`src/hw/rtl/spq_pkg.sv`:
```
`timescale 1ns / 1ps

package spq_pkg;

  // Default number of queue entries
  localparam int unsigned DefaultDepth = 16;

  // Fixed field widths
  localparam int unsigned DataW  = 32;
  localparam int unsigned PrioW  = 8;
  localparam int unsigned CountW = 5;

  typedef logic [CountW-1:0] count_t;

  // Transaction kind
  typedef enum logic {
    MODE_ENQ = 1'b0,
    MODE_DEQ = 1'b1
  } mode_e;

  // Result status codes
  typedef enum logic [1:0] {
    STATUS_DONE  = 2'd0,
    STATUS_FULL  = 2'd1,
    STATUS_EMPTY = 2'd2
  } status_e;

  // Input transaction
  typedef struct packed {
    mode_e                     mode;
    logic signed [DataW-1:0]   data_in;
    logic        [PrioW-1:0]   priority_in;
  } in_t;

  // Result transaction
  typedef struct packed {
    status_e                   status;
    logic signed [DataW-1:0]   data_out;
    logic        [PrioW-1:0]   priority_out;
    count_t                    count;
  } out_t;

  // One stored entry
  typedef struct packed {
    logic [DataW-1:0] data;
    logic [PrioW-1:0] prio;
  } entry_t;

  // Broadcast control to every cell
  typedef struct packed {
    logic   enq;
    logic   deq;
    entry_t ins;
  } cell_ctrl_t;

endpackage

```
`src/hw/rtl/spq_cell.sv`:
```
`timescale 1ns / 1ps

module spq_cell (
  input  logic                clk_i,
  input  spq_pkg::cell_ctrl_t ctrl_i,
  input  logic                occupied_i,
  input  logic                left_ge_i,
  input  spq_pkg::entry_t     left_i,
  input  spq_pkg::entry_t     right_i,
  output spq_pkg::entry_t     entry_o,
  output logic                ge_o
);

  spq_pkg::entry_t entry_q, entry_d;

  // Entry stays ahead of the new one when its priority is equal or higher
  assign ge_o = occupied_i && (entry_q.prio >= ctrl_i.ins.prio);

  // Local shift: hold, take the new entry, take the left or right neighbour
  always_comb begin
    entry_d = entry_q;
    if (ctrl_i.enq) begin
      if (!ge_o) begin
        if (left_ge_i) begin
          entry_d = ctrl_i.ins;
        end else begin
          entry_d = left_i;
        end
      end
    end else if (ctrl_i.deq) begin
      entry_d = right_i;
    end
  end

  always_ff @(posedge clk_i) begin
    entry_q <= entry_d;
  end

  assign entry_o = entry_q;

endmodule

```
`src/hw/rtl/sorted_priority_queue_top.sv`:
```
`timescale 1ns / 1ps
// Sorted priority queue built as a row of DEPTH entry cells.
// The result of an accepted transaction is registered and shows in the next cycle.
// Throughput: one transaction per cycle while in_stall_o is low; every cell compares
// and shifts locally in the same cycle, so the row update bounds the rate.
// Reset: occupancy and result valid cleared; entry contents are not reset.

module sorted_priority_queue_top #(
  parameter int unsigned DEPTH = spq_pkg::DefaultDepth
) (
  input  logic          clk_i,
  input  logic          rst_ni,
  input  logic          in_valid_i,
  output logic          in_stall_o,
  input  spq_pkg::in_t  in_data_i,
  output logic          out_valid_o,
  input  logic          out_stall_i,
  output spq_pkg::out_t out_data_o
);

  localparam int unsigned OccW = $clog2(DEPTH + 1);

  logic [OccW-1:0] occ_q, occ_d;
  logic            out_valid_q;
  spq_pkg::out_t   out_q, out_d;

  logic accept, full, empty, do_enq, do_deq;
  spq_pkg::cell_ctrl_t ctrl;
  spq_pkg::entry_t     cell_entry [DEPTH];
  logic                cell_ge    [DEPTH];

  // Handshake: the result register frees up when its transaction leaves
  assign in_stall_o = out_valid_q && out_stall_i;
  assign accept     = in_valid_i && !in_stall_o;

  assign full   = (occ_q == OccW'(DEPTH));
  assign empty  = (occ_q == '0);
  assign do_enq = accept && (in_data_i.mode == spq_pkg::MODE_ENQ) && !full;
  assign do_deq = accept && (in_data_i.mode == spq_pkg::MODE_DEQ) && !empty;

  // Control broadcast to the cell row
  always_comb begin
    ctrl.enq      = do_enq;
    ctrl.deq      = do_deq;
    ctrl.ins.data = in_data_i.data_in;
    ctrl.ins.prio = in_data_i.priority_in;
  end

  // Cell row, slot 0 at the front
  for (genvar i = 0; i < DEPTH; i++) begin : g_cell
    spq_pkg::entry_t left, right;
    logic            left_ge;

    if (i == 0) begin : g_first
      assign left    = ctrl.ins;
      assign left_ge = 1'b1;
    end else begin : g_mid
      assign left    = cell_entry[i-1];
      assign left_ge = cell_ge[i-1];
    end

    if (i == DEPTH - 1) begin : g_last
      assign right = cell_entry[i];
    end else begin : g_inner
      assign right = cell_entry[i+1];
    end

    spq_cell u_cell (
      .clk_i      (clk_i),
      .ctrl_i     (ctrl),
      .occupied_i (OccW'(i) < occ_q),
      .left_ge_i  (left_ge),
      .left_i     (left),
      .right_i    (right),
      .entry_o    (cell_entry[i]),
      .ge_o       (cell_ge[i])
    );
  end

  // Occupancy update
  always_comb begin
    occ_d = occ_q;
    if (do_enq) begin
      occ_d = occ_q + OccW'(1);
    end else if (do_deq) begin
      occ_d = occ_q - OccW'(1);
    end
  end

  // Result formation
  always_comb begin
    out_d.status       = spq_pkg::STATUS_DONE;
    out_d.data_out     = '0;
    out_d.priority_out = '0;
    out_d.count        = spq_pkg::count_t'(occ_d);
    unique case (in_data_i.mode)
      spq_pkg::MODE_ENQ: begin
        if (full) begin
          out_d.status = spq_pkg::STATUS_FULL;
        end
      end
      spq_pkg::MODE_DEQ: begin
        if (empty) begin
          out_d.status = spq_pkg::STATUS_EMPTY;
        end else begin
          out_d.data_out     = cell_entry[0].data;
          out_d.priority_out = cell_entry[0].prio;
        end
      end
      default: out_d.status = spq_pkg::STATUS_DONE;
    endcase
  end

  // Control registers
  always_ff @(posedge clk_i or negedge rst_ni) begin
    if (!rst_ni) begin
      occ_q       <= '0;
      out_valid_q <= 1'b0;
    end else begin
      occ_q <= occ_d;
      if (accept) begin
        out_valid_q <= 1'b1;
      end else if (!out_stall_i) begin
        out_valid_q <= 1'b0;
      end
    end
  end

  // Result payload register
  always_ff @(posedge clk_i) begin
    if (accept) begin
      out_q <= out_d;
    end
  end

  assign out_valid_o = out_valid_q;
  assign out_data_o  = out_q;

  // Occupancy never passes the store size
  assert property (@(posedge clk_i) disable iff (!rst_ni) occ_q <= OccW'(DEPTH))
    else $error("occupancy above depth");

  // An accepted transaction always leaves a result behind it
  assert property (@(posedge clk_i) disable iff (!rst_ni) accept |=> out_valid_q)
    else $error("result missing after accepted transaction");

  // A successful insert grows the queue by one
  assert property (@(posedge clk_i) disable iff (!rst_ni)
    do_enq |=> occ_q == $past(occ_q) + OccW'(1))
    else $error("insert did not grow occupancy");

  // A dequeue on an empty queue reports empty with a zero count
  assert property (@(posedge clk_i) disable iff (!rst_ni)
    (accept && (in_data_i.mode == spq_pkg::MODE_DEQ) && empty)
      |=> (out_q.status == spq_pkg::STATUS_EMPTY) && (out_q.count == '0))
    else $error("empty dequeue misreported");

endmodule
```
`config.mk`:
```
export PLATFORM = sky130hd
export DESIGN_NAME = sorted_priority_queue_top
export DESIGN_NICKNAME = d
export VERILOG_FILES = /design/src/hw/rtl/spq_pkg.sv /design/src/hw/rtl/spq_cell.sv /design/src/hw/rtl/sorted_priority_queue_top.sv
export SDC_FILE = /design/constraint.sdc
export NUM_CORES = 2
export LEC_CHECK = 0
export ABC_AREA = 1
export BUFFER_PORTS_ARGS = -buffer_cell sky130_fd_sc_hd__buf_2
export CAP_MARGIN = 20
export CORE_AREA = 2 2 356 358
export DETAILED_ROUTE_END_ITERATION = 8
export DIE_AREA = 0 0 358 360
export HOLD_SLACK_MARGIN = 0.1
export PLACE_DENSITY = 0.5
export SYNTH_ARGS = -nofsm -noshare
export SYNTH_HDL_FRONTEND = slang
export SYNTH_HIERARCHICAL = 1
export SYNTH_SLANG_ARGS = --single-unit
```
`constraint.sdc`:
```
create_clock -name clk_i -period 3.7 [get_ports clk_i]
set_input_delay 1.11 -clock clk_i [delete_from_list [all_inputs] [get_ports clk_i]]
set_output_delay 1.11 -clock clk_i [all_outputs]
set_load 0.05 [all_outputs]
```
==> impl_metrics.json <==
{
  "hold_buffers": 0,
  "grtUsageTotal_pct": 17.5,
  "r2r_start": "occ_q[0]",
  "core-area_um2": 125000,
  "finalCritPeriodShare_pct": 87.3,
  "diodes": 0,
  "endpoint_kind": "flip-flop",
  "comb_power_share_pct": 26.8,
  "setup_slack_ns": 0.471,
  "htreeDepth": 3,
  "fp.dieW_um": 358,
  "crit_slowest_cell": "dfrtp_1",
  "r2r_setup_slack_ns": 0.47,
  "yosys_warnings": 6,
  "port_buffers": 93,
  "grt_pass1_wl_mm": 181,
  "antenna_found_initial": 2,
  "finalCriticalPeriod_ns": 3.23,
  "wl_per_cell_um": 18.8,
  "final_cell_mix": "nand2_1, nor2_1, edfxtp_1, o21ai_0, o21ai_1",
  "r2r_cells": 10,
  "critPathKind": "reg2reg",
  "rows": 130,
  "hold_viol_final": 0,
  "final_common_cell": "nand2_1",
  "die_h_um": 360,
  "setup-violations-final": 0,
  "clock_skew_ns": 0.0265,
  "cts-root-buf": "clkbuf_16",
  "cts_buffers": 79,
  "drv_cap": 0,
  "cts_resized": 0,
  "fin_cells": 6079,
  "holdWs_ns": 0.324,
  "dpl_worst_slack_ns": 0.0780,
  "netlist_instances": 4353,
  "route.detailed.drc": 0,
  "nNetsFinal": 4545,
  "place.gp.congestion": 0.808,
  "clk_latency_ns": 0.65,
  "crit_chain": "inv_1, ha_1, nand3_1, nand2_1, clkinvlp_4, buf_12, inv_1, nand2_1, nand2_4, buf_12",
  "max_clock_freq_mhz": 310,
  "start_kind": "flip-flop",
  "p_per_area_nw_per_um2": 622,
  "hpwlAfterDp_mm": 79.7,
  "overflow": 0,
  "die_area_um2": 129000,
  "drt_iter0_drc": 2180,
  "p_int_mw": 17.2,
  "post_synth.cell_area_avg_um2": 8.84,
  "p_seq_share_pct": 43.8,
  "initial_core_util_pct": 30.8,
  "cts_buffer_depth": 3,
  "nFillCells": 13000,
  "drtAntennaViolNets": 0,
  "cts_tree": "yes",
  "slew_violations": 0,
  "cp_slowest_stage_delay_ns": 0.47,
  "tns_ns": 0,
  "drtPass1Iterations": 5,
  "min_path_type": "in2async",
  "slew_headroom_pct": 34.8,
  "status": "finished, final reports clean",
  "clk_pin_slew_ns": 0.06,
  "path_max_fanout": 75,
  "syn_to_final_growth_pct": 11.5,
  "rsz0062_at_grt": "false",
  "clockPowerShare_pct": 29.4,
  "grt_max_degree": 163,
  "syn-cell-area_um2": 38500,
  "placed_cells": 5937,
  "clock-sinks": 693,
  "peakVddDrop_mv": 0.316,
  "io_pins": 94,
  "power.net_switching_mw": 9.44,
  "vias": 30800,
  "cp.arrival_ns": 3.55,
  "first_global_vias": 32900,
  "post_cts_buffers": 0,
  "r2r-end": "g_cell[13].u_cell/entry_o[24]",
  "drt_wl_total_mm": 114,
  "layout-drive-gt1-share_pct": 7.88,
  "critPathRequiredTime_ns": 4.02,
  "leakagePower_nw": 17.1,
  "swShare_pct": 35.4,
  "worst_pin_slew_ns": 0.967,
  "viasPerCell": 5.07
}
## layout make-up
cell class,instances,area (um2),share of cell area [%]
well taps,1650,2060,4.81
clock inverters,38,330,0.770
repair buffers,190,1630,3.80
clock buffers,104,2150,5.02
flip-flops and latches,693,20800,48.5
multi-input cells,3127,14900,34.7
inverters,277,1040,2.43
## routing by layer
metal,global-route usage [%],wire length (um),up-vias
met3,1.85,3590,182
met2,32.5,60500,546
met5,0,23,-
met1,21.0,47600,15200
li1,-,-,14900
met4,5.05,2590,4
## flip-flops by register name, indices dropped and copies added (netlist names)
register / flops
out_data_o: 47
occ_q: 5
g_cell.u_cell/entry_o: 640
out_valid_o: 1
## how the worst max path moves through the flow
stage	cells after the start	start	end
after floorplan	9	out_stall_i	g_cell[0].u_cell/entry_o[0]
after global placement	10	out_stall_i	g_cell[10].u_cell/entry_o[21]
after detailed placement	10	out_stall_i	g_cell[9].u_cell/entry_o[16]
after CTS	10	occ_q[0]	g_cell[13].u_cell/entry_o[24]
after global routing	10	occ_q[0]	g_cell[13].u_cell/entry_o[19]
final	10	occ_q[0]	g_cell[13].u_cell/entry_o[24]
## critical path: cells and delay by family (launching register included)
family | cells | cell delay, ns
DFF | 1 | 0.47
and+or+nand+nor | 4 | 0.90
adders and majority gates | 1 | 0.25
buffers and inverters | 5 | 1.15
## through the flow
| step | util [%] | total power [mW] | cell area (um2) |
|---|---|---|---|
| after floorplan | - | 17.0 | 38600 |
| after global placement | 32.3 | 19.0 | 40400 |
| after detailed placement | 32.3 | 19.1 | 40400 |
| after CTS | 34.3 | 27.0 | 42900 |
| after global routing | 34.3 | 28.3 | 42900 |
| final | 34.3 | 26.7 | 42900 |
## power by group through the flow
stage | logic (mW) | registers, mW | clock network (mW)
floorplan | 5.39 | 11.6 | 0
detailed placement | 7.19 | 11.9 | 0
global placement | 7.04 | 11.9 | 0
CTS | 7.22 | 11.7 | 8.03
global route | 8.14 | 11.9 | 8.31
finish | 7.15 | 11.7 | 7.83
(Power assumes the default switching activity.)
